$ cat config.mk
export PLATFORM = sky130hd
export DESIGN_NAME = integer_literal_parser_top
export DESIGN_NICKNAME = d
export VERILOG_FILES = /design/src/rtl/core/ilp_pkg.sv /design/src/rtl/core/integer_literal_parser_top.sv
export SDC_FILE = /design/constraint.sdc
export NUM_CORES = 1
export LEC_CHECK = 0
export ABC_AREA = 0
export BUFFER_PORTS_ARGS = -buffer_cell sky130_fd_sc_hd__buf_4
export CORE_AREA = 2 2 227 251
export DETAILED_ROUTE_END_ITERATION = 7
export DIE_AREA = 0 0 229 253
export SYNTH_ARGS = -nofsm -noshare
export SYNTH_HDL_FRONTEND = slang
export SYNTH_SLANG_ARGS = --single-unit
$ cat constraint.sdc
create_clock -name clk -period 4.59 [get_ports clk]
set_clock_uncertainty 0.2 [all_clocks]
set_input_delay 0.918 -clock clk [delete_from_list [all_inputs] [get_ports clk]]
set_output_delay 0.918 -clock clk [all_outputs]
set_load 0.05 [all_outputs]
$ cat src/rtl/core/ilp_pkg.sv
// types, codes and character constants for the integer literal parser
// no dependencies; used by integer_literal_parser_top and its checker
package ilp_pkg;

    // input beat: one character of the token
    typedef struct packed {
        logic [7:0] char_code;
        logic       last_char;
    } char_beat_t;

    // result beat: value and status of one token
    typedef struct packed {
        logic signed [63:0] value;
        logic [2:0]         status;
    } result_beat_t;

    typedef enum logic [2:0] {
        ST_OK     = 3'd0,
        ST_EMPTY  = 3'd1,
        ST_LZERO  = 3'd2,
        ST_LETTER = 3'd3,
        ST_PREFIX = 3'd4,
        ST_BADHEX = 3'd5,
        ST_BADBIN = 3'd6,
        ST_BADOCT = 3'd7
    } status_t;

    typedef enum logic [2:0] {
        MODE_DEC  = 3'd0,
        MODE_HEX  = 3'd1,
        MODE_BIN  = 3'd2,
        MODE_OCT  = 3'd3,
        MODE_STOP = 3'd4,
        MODE_ERR  = 3'd5
    } mode_t;

    localparam logic [7:0] CHAR_UNDERSCORE = 8'h5F;
    localparam logic [7:0] CHAR_ZERO       = 8'h30;
    localparam logic [7:0] CHAR_ONE        = 8'h31;
    localparam logic [7:0] CHAR_SEVEN      = 8'h37;
    localparam logic [7:0] CHAR_NINE       = 8'h39;
    localparam logic [7:0] CHAR_LOWER_A    = 8'h61;
    localparam logic [7:0] CHAR_LOWER_F    = 8'h66;
    localparam logic [7:0] CHAR_LOWER_Z    = 8'h7A;
    localparam logic [7:0] CHAR_UPPER_A    = 8'h41;
    localparam logic [7:0] CHAR_UPPER_F    = 8'h46;
    localparam logic [7:0] CHAR_UPPER_Z    = 8'h5A;
    localparam logic [7:0] CHAR_LOWER_X    = 8'h78;
    localparam logic [7:0] CHAR_LOWER_B    = 8'h62;
    localparam logic [7:0] CHAR_LOWER_O    = 8'h6F;

    // raw character positions, counted with saturation at two
    localparam logic [1:0] POS_FIRST  = 2'd0;
    localparam logic [1:0] POS_SECOND = 2'd1;
    localparam logic [1:0] POS_LATER  = 2'd2;

endpackage

$ cat src/rtl/core/integer_literal_parser_top.sv
// integer literal parser: top level, the whole datapath
// depends on ilp_pkg (beat types, status and mode codes, character constants)

// Takes one character of an integer literal per beat on the char channel and,
// on the beat flagged last_char, delivers one result beat holding the 64-bit
// wrapping value and a 3-bit status. Underscores are skipped, the prefixes
// 0x, 0b and 0o select radix 16, 2 and 8, anything else is decimal. One
// character is taken every cycle with no gaps between tokens; a result beat
// is registered after its last character is accepted. The rate is set
// by the parse-state update, whose only arithmetic is one shift-and-add
// accumulate of the 64-bit value per character. The input register keeps
// taking characters while a result waits in the output register; only a
// second token end arriving behind an unread result stalls the char channel.
module integer_literal_parser_top (
    input  logic                  clk,
    input  logic                  rst_n,
    input  logic                  char_valid,
    output logic                  char_stall,
    input  ilp_pkg::char_beat_t   char_data,
    output logic                  result_valid,
    input  logic                  result_stall,
    output ilp_pkg::result_beat_t result_data
);

    // input register
    logic                in_valid_reg;
    ilp_pkg::char_beat_t in_beat_reg;

    // parse state
    ilp_pkg::mode_t   mode_reg, mode_next;
    logic [1:0]       pos_reg, pos_next;
    logic             lzero_reg, lzero_next;
    logic [63:0]      acc_reg, acc_next;
    ilp_pkg::status_t err_reg, err_next;
    logic             any_reg, any_next;

    // output register
    logic                  out_valid_reg;
    ilp_pkg::result_beat_t out_beat_reg, out_beat_next;

    logic       advance;
    logic [7:0] c;
    logic       is_us, is_dig, is_letter, is_hex_lo, is_hex_up;
    logic       lzero_eff;
    logic [3:0] dig_val;

    // the input stage moves on unless it holds a token end and the output is blocked
    assign advance = in_valid_reg && !(in_beat_reg.last_char && out_valid_reg && result_stall);
    assign char_stall = in_valid_reg && !advance;

    assign c         = in_beat_reg.char_code;
    assign is_us     = (c == ilp_pkg::CHAR_UNDERSCORE);
    assign is_dig    = (c >= ilp_pkg::CHAR_ZERO) && (c <= ilp_pkg::CHAR_NINE);
    assign is_hex_lo = (c >= ilp_pkg::CHAR_LOWER_A) && (c <= ilp_pkg::CHAR_LOWER_F);
    assign is_hex_up = (c >= ilp_pkg::CHAR_UPPER_A) && (c <= ilp_pkg::CHAR_UPPER_F);
    assign is_letter = ((c >= ilp_pkg::CHAR_LOWER_A) && (c <= ilp_pkg::CHAR_LOWER_Z))
                    || ((c >= ilp_pkg::CHAR_UPPER_A) && (c <= ilp_pkg::CHAR_UPPER_Z));

    // digit value: low nibble for 0-9, low nibble plus nine for a-f / A-F
    assign dig_val = is_dig ? c[3:0] : 4'(c[3:0] + 4'd9);

    // leading-zero flag as seen by this character
    assign lzero_eff = (pos_reg == ilp_pkg::POS_FIRST) ? (c == ilp_pkg::CHAR_ZERO) : lzero_reg;

    // next parse state
    always_comb
    begin
        mode_next  = mode_reg;
        pos_next   = pos_reg;
        lzero_next = lzero_reg;
        acc_next   = acc_reg;
        err_next   = err_reg;
        any_next   = any_reg;

        unique case (mode_reg) inside
            ilp_pkg::MODE_DEC:
            begin
                if (!is_us)
                begin
                    lzero_next = lzero_eff;
                    if (lzero_eff && (pos_reg == ilp_pkg::POS_SECOND) && is_dig)
                    begin
                        mode_next = ilp_pkg::MODE_ERR;
                        err_next  = ilp_pkg::ST_LZERO;
                    end
                    else if (is_letter)
                    begin
                        any_next = 1'b0;
                        if (!(lzero_eff && (pos_reg == ilp_pkg::POS_SECOND)))
                        begin
                            mode_next = ilp_pkg::MODE_ERR;
                            err_next  = ilp_pkg::ST_LETTER;
                        end
                        else if (c == ilp_pkg::CHAR_LOWER_X)
                            mode_next = ilp_pkg::MODE_HEX;
                        else if (c == ilp_pkg::CHAR_LOWER_B)
                            mode_next = ilp_pkg::MODE_BIN;
                        else if (c == ilp_pkg::CHAR_LOWER_O)
                            mode_next = ilp_pkg::MODE_OCT;
                        else
                        begin
                            mode_next = ilp_pkg::MODE_ERR;
                            err_next  = ilp_pkg::ST_PREFIX;
                        end
                    end
                    else if (!is_dig)
                    begin
                        if (pos_reg == ilp_pkg::POS_FIRST)
                        begin
                            mode_next = ilp_pkg::MODE_ERR;
                            err_next  = ilp_pkg::ST_EMPTY;
                        end
                        else
                            mode_next = ilp_pkg::MODE_STOP;
                    end
                    else
                        // times ten as eight plus two
                        acc_next = (acc_reg << 3) + (acc_reg << 1) + {60'd0, dig_val};
                end
                if (pos_reg != ilp_pkg::POS_LATER)
                    pos_next = 2'(pos_reg + 2'd1);
            end
            ilp_pkg::MODE_HEX:
            begin
                any_next = 1'b1;
                if (!is_us)
                begin
                    if (is_dig || is_hex_lo || is_hex_up)
                        acc_next = {acc_reg[59:0], dig_val};
                    else
                    begin
                        mode_next = ilp_pkg::MODE_ERR;
                        err_next  = ilp_pkg::ST_BADHEX;
                    end
                end
            end
            ilp_pkg::MODE_BIN:
            begin
                any_next = 1'b1;
                if (!is_us)
                begin
                    if ((c == ilp_pkg::CHAR_ZERO) || (c == ilp_pkg::CHAR_ONE))
                        acc_next = {acc_reg[62:0], c[0]};
                    else
                    begin
                        mode_next = ilp_pkg::MODE_ERR;
                        err_next  = ilp_pkg::ST_BADBIN;
                    end
                end
            end
            ilp_pkg::MODE_OCT:
            begin
                any_next = 1'b1;
                if (!is_us)
                begin
                    if ((c >= ilp_pkg::CHAR_ZERO) && (c <= ilp_pkg::CHAR_SEVEN))
                        acc_next = {acc_reg[60:0], c[2:0]};
                    else
                    begin
                        mode_next = ilp_pkg::MODE_ERR;
                        err_next  = ilp_pkg::ST_BADOCT;
                    end
                end
            end
            ilp_pkg::MODE_STOP,
            ilp_pkg::MODE_ERR:
            begin
                // rest of the token is ignored
            end
            default:
            begin
                mode_next = mode_reg;
            end
        endcase
    end

    // result beat from the state this character leaves behind
    always_comb
    begin
        out_beat_next.value  = 64'sd0;
        out_beat_next.status = ilp_pkg::ST_OK;
        if (mode_next == ilp_pkg::MODE_ERR)
            out_beat_next.status = err_next;
        else if (((mode_next == ilp_pkg::MODE_HEX) || (mode_next == ilp_pkg::MODE_BIN)
                  || (mode_next == ilp_pkg::MODE_OCT)) && !any_next)
            out_beat_next.status = ilp_pkg::ST_EMPTY;
        else
            out_beat_next.value = $signed(acc_next);
    end

    // input register
    always_ff @(posedge clk or negedge rst_n)
    begin
        if (!rst_n)
            in_valid_reg <= 1'b0;
        else if (!char_stall)
            in_valid_reg <= char_valid;
    end

    always_ff @(posedge clk)
    begin
        if (char_valid && !char_stall)
            in_beat_reg <= char_data;
    end

    // parse state: back to start of token after the last character
    always_ff @(posedge clk or negedge rst_n)
    begin
        if (!rst_n)
        begin
            mode_reg  <= ilp_pkg::MODE_DEC;
            pos_reg   <= ilp_pkg::POS_FIRST;
            lzero_reg <= 1'b0;
            acc_reg   <= 64'd0;
            err_reg   <= ilp_pkg::ST_OK;
            any_reg   <= 1'b0;
        end
        else if (advance)
        begin
            if (in_beat_reg.last_char)
            begin
                mode_reg  <= ilp_pkg::MODE_DEC;
                pos_reg   <= ilp_pkg::POS_FIRST;
                lzero_reg <= 1'b0;
                acc_reg   <= 64'd0;
                err_reg   <= ilp_pkg::ST_OK;
                any_reg   <= 1'b0;
            end
            else
            begin
                mode_reg  <= mode_next;
                pos_reg   <= pos_next;
                lzero_reg <= lzero_next;
                acc_reg   <= acc_next;
                err_reg   <= err_next;
                any_reg   <= any_next;
            end
        end
    end

    // output register
    always_ff @(posedge clk or negedge rst_n)
    begin
        if (!rst_n)
            out_valid_reg <= 1'b0;
        else if (advance && in_beat_reg.last_char)
            out_valid_reg <= 1'b1;
        else if (!result_stall)
            out_valid_reg <= 1'b0;
    end

    always_ff @(posedge clk)
    begin
        if (advance && in_beat_reg.last_char)
            out_beat_reg <= out_beat_next;
    end

    assign result_valid = out_valid_reg;
    assign result_data  = out_beat_reg;

endmodule

==> run summary, run 1 <==
CP Capture Point = result_data[53]$_SDFFCE_PP0P_
FF-to-FF path depth = 20
Fmax = 211 MHz
post-synthesis cell count = 1,614
Hold Fails Final Rpt = 0
met1 usage = 0.229
area of the core = 55,600 sq um
global placement routability congestion = 0.940
TritonCTS Buffers = 17
share of post-route cells with drive strength above 1 = 0.223
reg-to-reg endpoint = result_data[53]$_SDFFCE_PP0P_
list of most frequent post-synthesis cells = 184 x nand2_1, 145 x a21oi_1, 137 x o21ai_0, 131 x nor2_1, 130 x ha_1
worst setup margin = -0.155 ns
Lkg Pwr = 7.03 nW
first-pass GRT wire length = 79,400 um
Final Instance Area = 17,000 sq um
Iter 0 DRT Violations = 1,129
critical path startpoint category = flip-flop
drt via density = 5.63
Synth async-reset ratio = 0.500
largest family of logic cells by synthesized area = compound AO/OA/AOI/OAI gates
largest net degree at the start of global routing = 62
placed cell area = 15,700 sq um
io pins = 82
failing checks = negative setup slack
WP depth = 20
CP bufs+invs = 3
Worst Hold Class = reg2reg
crit path kind = reg2reg
min Tclk post-route = 4.74 ns
GR Overflow Total = 0
DR pass1 iterations = 8
clk_lat worst skew = 0.47 ns
post-synth top area share = 0.166
MaxCap Viol Count = 0
slowest stage cell, crit path = fa_2
Die Ht = 253 um
clock-pin slew on the worst setup and hold paths = 0.07 ns
P&R area growth vs syn = 24.3%
GRT Resource Usage Total = 0.173
sw frac = 0.517
vias in the first global route = 13.6k
Nets = 1,877
final setup vio count = 21
post-synthesis register bit count = 152
Req. time, crit path = 4.56 ns
Final HPWL DP = 37,100 um
combinational share of power = 0.645
clk buf depth = 2
post-synthesis sequential area ratio = 0.305
diode count = 0
H-tree depth = 4
post-layout util = 0.307
Seq pwr share = 0.221
R2R Path Start = c[0]$_DFFE_PP_
Clock Sinks = 152
port bufs = 81
routed vias = 14.0k
Synth Area in XOR/XNOR = 0.0255
Root Buffer = clkbuf_16
Tcrit/Tclk final = 1.03
Critical Path Max Stage Delay = 0.49 ns
CTS tree = built
Psw = 6.02 mW
Post-Synth Adder-Cell Area = 0.122
met2 usage = 0.277
Yosys top cell by area = edfxtp_1
post-DR wirelength/cell = 20.7 um
RSZ-0062 raised after global routing = true
final wirelength = 51,600 um
most common cell in the netlist = nand2_1
status = finished, violations left
Syn Nets = 1,759
Worst slew margin = 0.130
CTS Hold Bufs = 0
CP max FO = 4
GR peak layer = met2
syn avg cell area = 8.50 sq um
initial antenna violation count = 0
Core Rows = 91
top post-synthesis cells by area = edfxtp_1 17%, dfrtp_1 14%, ha_1 12%, a21oi_1 5.3%, nand2_1 5.0%
Worst-Margin Slew = 1.30 ns
max reg flops = 67
R2R setup slack = -0.15 ns
clock power share = 0.134
PwrDens = 683 nW/um^2
Distinct cells, synth = 99
CP arrival = 4.72 ns
met3 Usage GRT = 0.0289
delay-heaviest family, CP = compound AO/OA/AOI/OAI gates
Pint = 5.62 mW
Antenna Nets Post-Route = 0
peak supply drop = 0.000311 V
crit path capture type = flip-flop
Final Max Slew Viols = 0
synth warn = 0
Starting Density = 0.247
mux share of post-synthesis cell area = 0.00766
worst setup path start = c[0]$_DFFE_PP_
worst-path cell chain = ha_2, o21ba_4, o21ai_4, nand2_1, xnor2_2, fa_2, inv_1, fa_2, nor2b_2, o31a_1, buf_4, o31ai_4, a21oi_2, a311oi_2, buf_4, nor2_4, a211oi_2, a31oi_4, a31oi_1, o22ai_2
Post-Synth Simple-Gate Area = 0.180
fill count = 5,927
DRC = 0
chip width = 229 um
Die ar. = 57,900 sq um
Synth Area in Compound Gates = 0.313
synthesized area = 13,700 sq um
EDFF count, synth = 76
Main synth FF type = edfxtp_1
-- metrics by stage --
step           cells  TNS [ns]  setup slack (ns)  power, mW  hold slack [ns]
2_1_floorplan   1614         0            0.0311       7.32            0.245
3_3_place_gp    2442     -4.08            -0.286       9.48            0.270
3_5_place_dp    2442    -10.88            -0.433       9.54            0.280
4_1_cts         2480   -0.0277           -0.0259       11.2            0.294
5_1_grt         2489     -8.09            -0.313       12.5            0.334
6_report        2489     -1.17            -0.155       11.6            0.292
-- power groups by stage --
stage / clock [mW] / sequential [mW] / combinational [mW]
after floorplan: 0 / 2.66 / 4.65
after global placement: 0 / 2.57 / 6.91
after detailed placement: 0 / 2.57 / 6.97
after CTS: 1.59 / 2.55 / 7.09
after global routing: 1.64 / 2.63 / 8.19
final: 1.56 / 2.57 / 7.51
-- what timing repair did --
action	4_1_cts	5_1_grt
pin swaps	26	48
gates resized for setup	48	93
setup endpoints to repair	68	90
setup buffers	8	11
-- per-layer routing --
| layer | vias up | share of wire |
|---|---|---|
| li1 | 6479 | - |
| met1 | 6907 | 0.44 |
| met2 | 528 | 0.45 |
| met3 | 107 | 0.061 |
| met4 | 0 | 0.043 |
| met5 | - | 0 |
-- layout by cell type, fill, tap and decap left out, types with 13 or more instances in the layout --
master / synthesis / layout
a21oi_1: 145 / 134
a221o_1: 57 / 57
o21ai_0: 137 / 117
o21ai_1: 7 / 17
nor2b_1: 19 / 17
o211ai_1: 13 / 13
a31oi_1: 19 / 14
nand2_1: 184 / 180
ha_1: 130 / 126
o21a_1: 14 / 14
nand3_1: 27 / 25
a221oi_1: 33 / 27
clkbuf_16: 0 / 17
inv_1: 41 / 38
a21o_1: 27 / 27
edfxtp_1: 76 / 76
dfrtp_1: 76 / 75
buf_4: 2 / 202
nor3_1: 41 / 36
xnor2_1: 23 / 17
a22o_1: 16 / 16
nor2_1: 131 / 124
xor2_1: 17 / 13
nand4_1: 33 / 33
-- layout make-up --
cell class | count | area [sq um] | area share
sequential | 152 | 4190 | 0.246
clock buffer | 21 | 450 | 0.0264
multi-input combinational | 1311 | 9530 | 0.559
inverter | 42 | 159 | 0.00932
clock inverter | 11 | 173 | 0.0101
tap | 744 | 931 | 0.0546
timing repair buffer | 208 | 1610 | 0.0945
-- worst register-to-register path: stages (launching register included) --
cell	delay (ns)
edfxtp_1	0.43
ha_2	0.22
o21ba_4	0.22
o21ai_4	0.15
nand2_1	0.12
xnor2_2	0.21
fa_2	0.50
inv_1	0.10
fa_2	0.23
nor2b_2	0.05
o31a_1	0.30
buf_4	0.17
o31ai_4	0.29
a21oi_2	0.10
a311oi_2	0.18
buf_4	0.17
nor2_4	0.06
a211oi_2	0.32
a31oi_4	0.09
a31oi_1	0.22
o22ai_2	0.13
-- worst min-delay path by stage --
stage	to	slack [ns]	startpoint	cells after the start
6_report	err_reg[0]$_DFFE_PN0P_	0.29	err_reg[0]$_DFFE_PN0P_	2
3_3_place_gp	err_reg[0]$_DFFE_PN0P_	0.27	err_reg[0]$_DFFE_PN0P_	2
4_1_cts	err_reg[0]$_DFFE_PN0P_	0.29	err_reg[0]$_DFFE_PN0P_	2
2_1_floorplan	err_reg[0]$_DFFE_PN0P_	0.24	err_reg[0]$_DFFE_PN0P_	2
3_5_place_dp	err_reg[0]$_DFFE_PN0P_	0.28	err_reg[0]$_DFFE_PN0P_	2
5_1_grt	err_reg[0]$_DFFE_PN0P_	0.33	err_reg[0]$_DFFE_PN0P_	2
-- cells by family (layout without fill, tap and decap cells) --
logic type / Yosys count / after routing
AO/OA/AOI/OAI: 614 / 614
AND/OR/NAND/NOR: 516 / 516
flip-flops: 152 / 152
buffers and inverters: 151 / 282
adder cells (fa/ha/maj): 132 / 132
XOR/XNOR: 40 / 40
multiplexers: 9 / 9
Power figures use the tool's default switching activity.
==> run 2, diff against run 1 <==
CELL_PAD_IN_SITES_DETAIL_PLACEMENT = 1   (was default)
CELL_PAD_IN_SITES_GLOBAL_PLACEMENT = 1   (was default)
PLACE_DENSITY_LB_ADDON = 0.1   (was default)
==> run 2 against run 1 <==
  * The run now ends clean
  * Global-route usage is 3.9 points higher
  * Critical path depth is 2 lower
  * Clock-buffer cell count is 1 lower
  * Hold slack worse by 0.095 ns
  * First-iteration DRC count is 24% lower
  * Sequential power is 3% lower
==> run summary, run 2 (synthesized netlist as in run 1, its figures left out) <==
Iter 0 DRT Violations = 861 (-24%)
chip width = 229 um (unchanged)
GRT Resource Usage Total = 0.212 (+0.0394)
CTS tree = built
worst-path cell chain = ha_2, o21ba_4, o21ai_4, nand2_4, xnor2_4, fa_2, ha_1, a211oi_2, o21ai_2, nand3_2, a211oi_2, buf_4, nor3_4, o21ai_4, a2111oi_4, o211ai_1, nor2b_2, a221oi_2
most common cell after layout, fill and taps aside = buf_4
Critical Path Max Stage Delay = 0.60 ns (+0.11 ns)
Worst Hold Class = in2async
largest net degree at the start of global routing = 55 (-11%)
vias in the first global route = 14.5k (+6.8%)
CTS Hold Bufs = 0 (unchanged)
PwrDens = 705 nW/um^2 (+3.1%)
CP arrival = 4.65 ns (-0.07 ns)
drt via density = 5.50 (-2.3%)
CP max FO = 3 (-1)
port bufs = 81 (unchanged)
share of post-route cells with drive strength above 1 = 0.234 (+0.0105)
io pins = 82 (unchanged)
diode count = 0 (unchanged)
Clock Sinks = 152 (unchanged)
initial antenna violation count = 0 (unchanged)
clk_lat worst skew = 0.50 ns (+0.03 ns)
sw frac = 0.524 (+0.00672)
Worst slew margin = 0.401 (+0.271)
min Tclk post-route = 4.55 ns (-0.200 ns)
Starting Density = 0.247 (unchanged)
Die Ht = 253 um (unchanged)
crit path capture type = flip-flop
delay-heaviest family, CP = compound AO/OA/AOI/OAI gates
combinational share of power = 0.658 (+0.013)
Power Total = 12.1 mW (+3.8%)
critical path startpoint category = flip-flop
Psw = 6.33 mW (+5.2%)
most frequent cells in the layout = 225 x buf_4, 178 x nand2_1, 134 x a21oi_1
area of the core = 55,600 sq um (unchanged)
clock power share = 0.136 (+0.002)
max reg flops = 67 (unchanged)
Seq pwr share = 0.207 (-0.014)
Hold Fails Final Rpt = 0 (unchanged)
Die ar. = 57,900 sq um (unchanged)
peak supply drop = 0.000337 V (+8.3%)
Final HPWL DP = 44,900 um (+21%)
Nets = 1,901 (+1.3%)
routed vias = 13.8k (-1.4%)
Fmax = 220 MHz (+4.4%)
Final Max Slew Viols = 0 (unchanged)
MaxCap Viol Count = 0 (unchanged)
clk buf depth = 2 (unchanged)
slowest stage cell, crit path = fa_2
status = finished clean
Core Rows = 91 (unchanged)
final wirelength = 61,200 um (+19%)
placed cell area = 15,900 sq um (+1.4%)
Lkg Pwr = 7.10 nW (+1.1%)
DR pass1 iterations = 5 (-3)
Root Buffer = clkbuf_16
Req. time, crit path = 4.70 ns (+0.14 ns)
CP bufs+invs = 1 (-2)
crit path kind = reg2reg
Final Instance Area = 17,200 sq um (+0.67%)
TritonCTS Buffers = 17 (unchanged)
H-tree depth = 4 (unchanged)
Antenna Nets Post-Route = 0 (unchanged)
first-pass GRT wire length = 93,700 um (+18%)
global placement routability congestion = 0.843 (-10%)
post-DR wirelength/cell = 24.3 um (+18%)
Tcrit/Tclk final = 0.990 (-0.0435)
Worst-Margin Slew = 0.896 ns (-0.404 ns)
P&R area growth vs syn = 25.1%
total negative slack = 0 ns (+1.17 ns)
final setup vio count = 0 (-100%)
Pint = 5.76 mW (+2.4%)
clock-pin slew on the worst setup and hold paths = 0.07 ns (about the same)
RSZ-0062 raised after global routing = true
DRC = 0 (unchanged)
GR Overflow Total = 0 (unchanged)
-- run 2: stage by stage --
step	cells	setup WS, ns	hold WS, ns	util
finish	2513	0.0447	0.197	0.309
floorplan	1614	0.0311	0.245	-
detailed placement	2473	-0.447	0.282	0.286
global placement	2473	-0.425	0.268	0.286
global route	2513	-0.167	0.208	0.309
CTS	2506	-0.0698	0.198	0.304
-- run 2: repair_timing --
item,in CTS,in global routing
pin swaps,34,43
setup endpoints to repair,89,91
setup buffers,4,8
resized for setup,77,55
hold endpoints to repair,0,0
-- run 2: worst register-to-register path, cell delays in order, from the launching register on --
cell,delay [ns]
edfxtp_1,0.42
ha_2,0.21
o21ba_4,0.21
o21ai_4,0.19
nand2_4,0.09
xnor2_4,0.15
fa_2,0.60
ha_1,0.26
a211oi_2,0.25
o21ai_2,0.13
nand3_2,0.10
a211oi_2,0.08
buf_4,0.18
nor3_4,0.20
o21ai_4,0.10
a2111oi_4,0.39
o211ai_1,0.12
nor2b_2,0.20
a221oi_2,0.28
-- run 2: area by class of cell --
| cell class | instances | area [sq um] |
|---|---|---|
| fill | 6577 | 38400 |
| multi-input combinational | 1311 | 9460 |
| sequential | 152 | 4190 |
| timing repair buffer | 232 | 1790 |
| tap | 744 | 931 |
| clock buffer | 20 | 437 |
| clock inverter | 12 | 199 |
| inverter | 42 | 159 |
-- run 2: power groups by stage --
| stage | clock, mW | sequential (mW) | combinational, mW |
|---|---|---|---|
| floorplan | 0 | 2.66 | 4.65 |
| global placement | 0 | 2.52 | 7.59 |
| detailed placement | 0 | 2.52 | 7.63 |
| CTS | 1.68 | 2.50 | 7.82 |
| global route | 1.73 | 2.57 | 8.75 |
| finish | 1.64 | 2.50 | 7.95 |
-- run 2: worst paths after layout --
check	from	end	slack (ns)	cells past startpoint
min in group clk	err_reg[0]$_DFFE_PN0P_	err_reg[0]$_DFFE_PN0P_	0.29	2
setup reg to reg	c[0]$_DFFE_PP_	result_data[66]$_SDFFCE_PP0P_	0.04	18
max in group asynchronous	rst_n	pos_reg[1]$_DFFE_PN0P_	3.11	2
hold / removal	rst_n	acc_reg[36]$_DFFE_PN0P_	0.20	1
setup / recovery	c[0]$_DFFE_PP_	result_data[66]$_SDFFCE_PP0P_	0.04	18
hold reg to reg	err_reg[0]$_DFFE_PN0P_	err_reg[0]$_DFFE_PN0P_	0.29	2
-- run 2: metal layers --
layer / track usage / wire, um
met1: 0.284 / 29000
met3: 0.0342 / 1680
met4: 0.0605 / 1270
met2: 0.353 / 29200
met5: 0 / 0
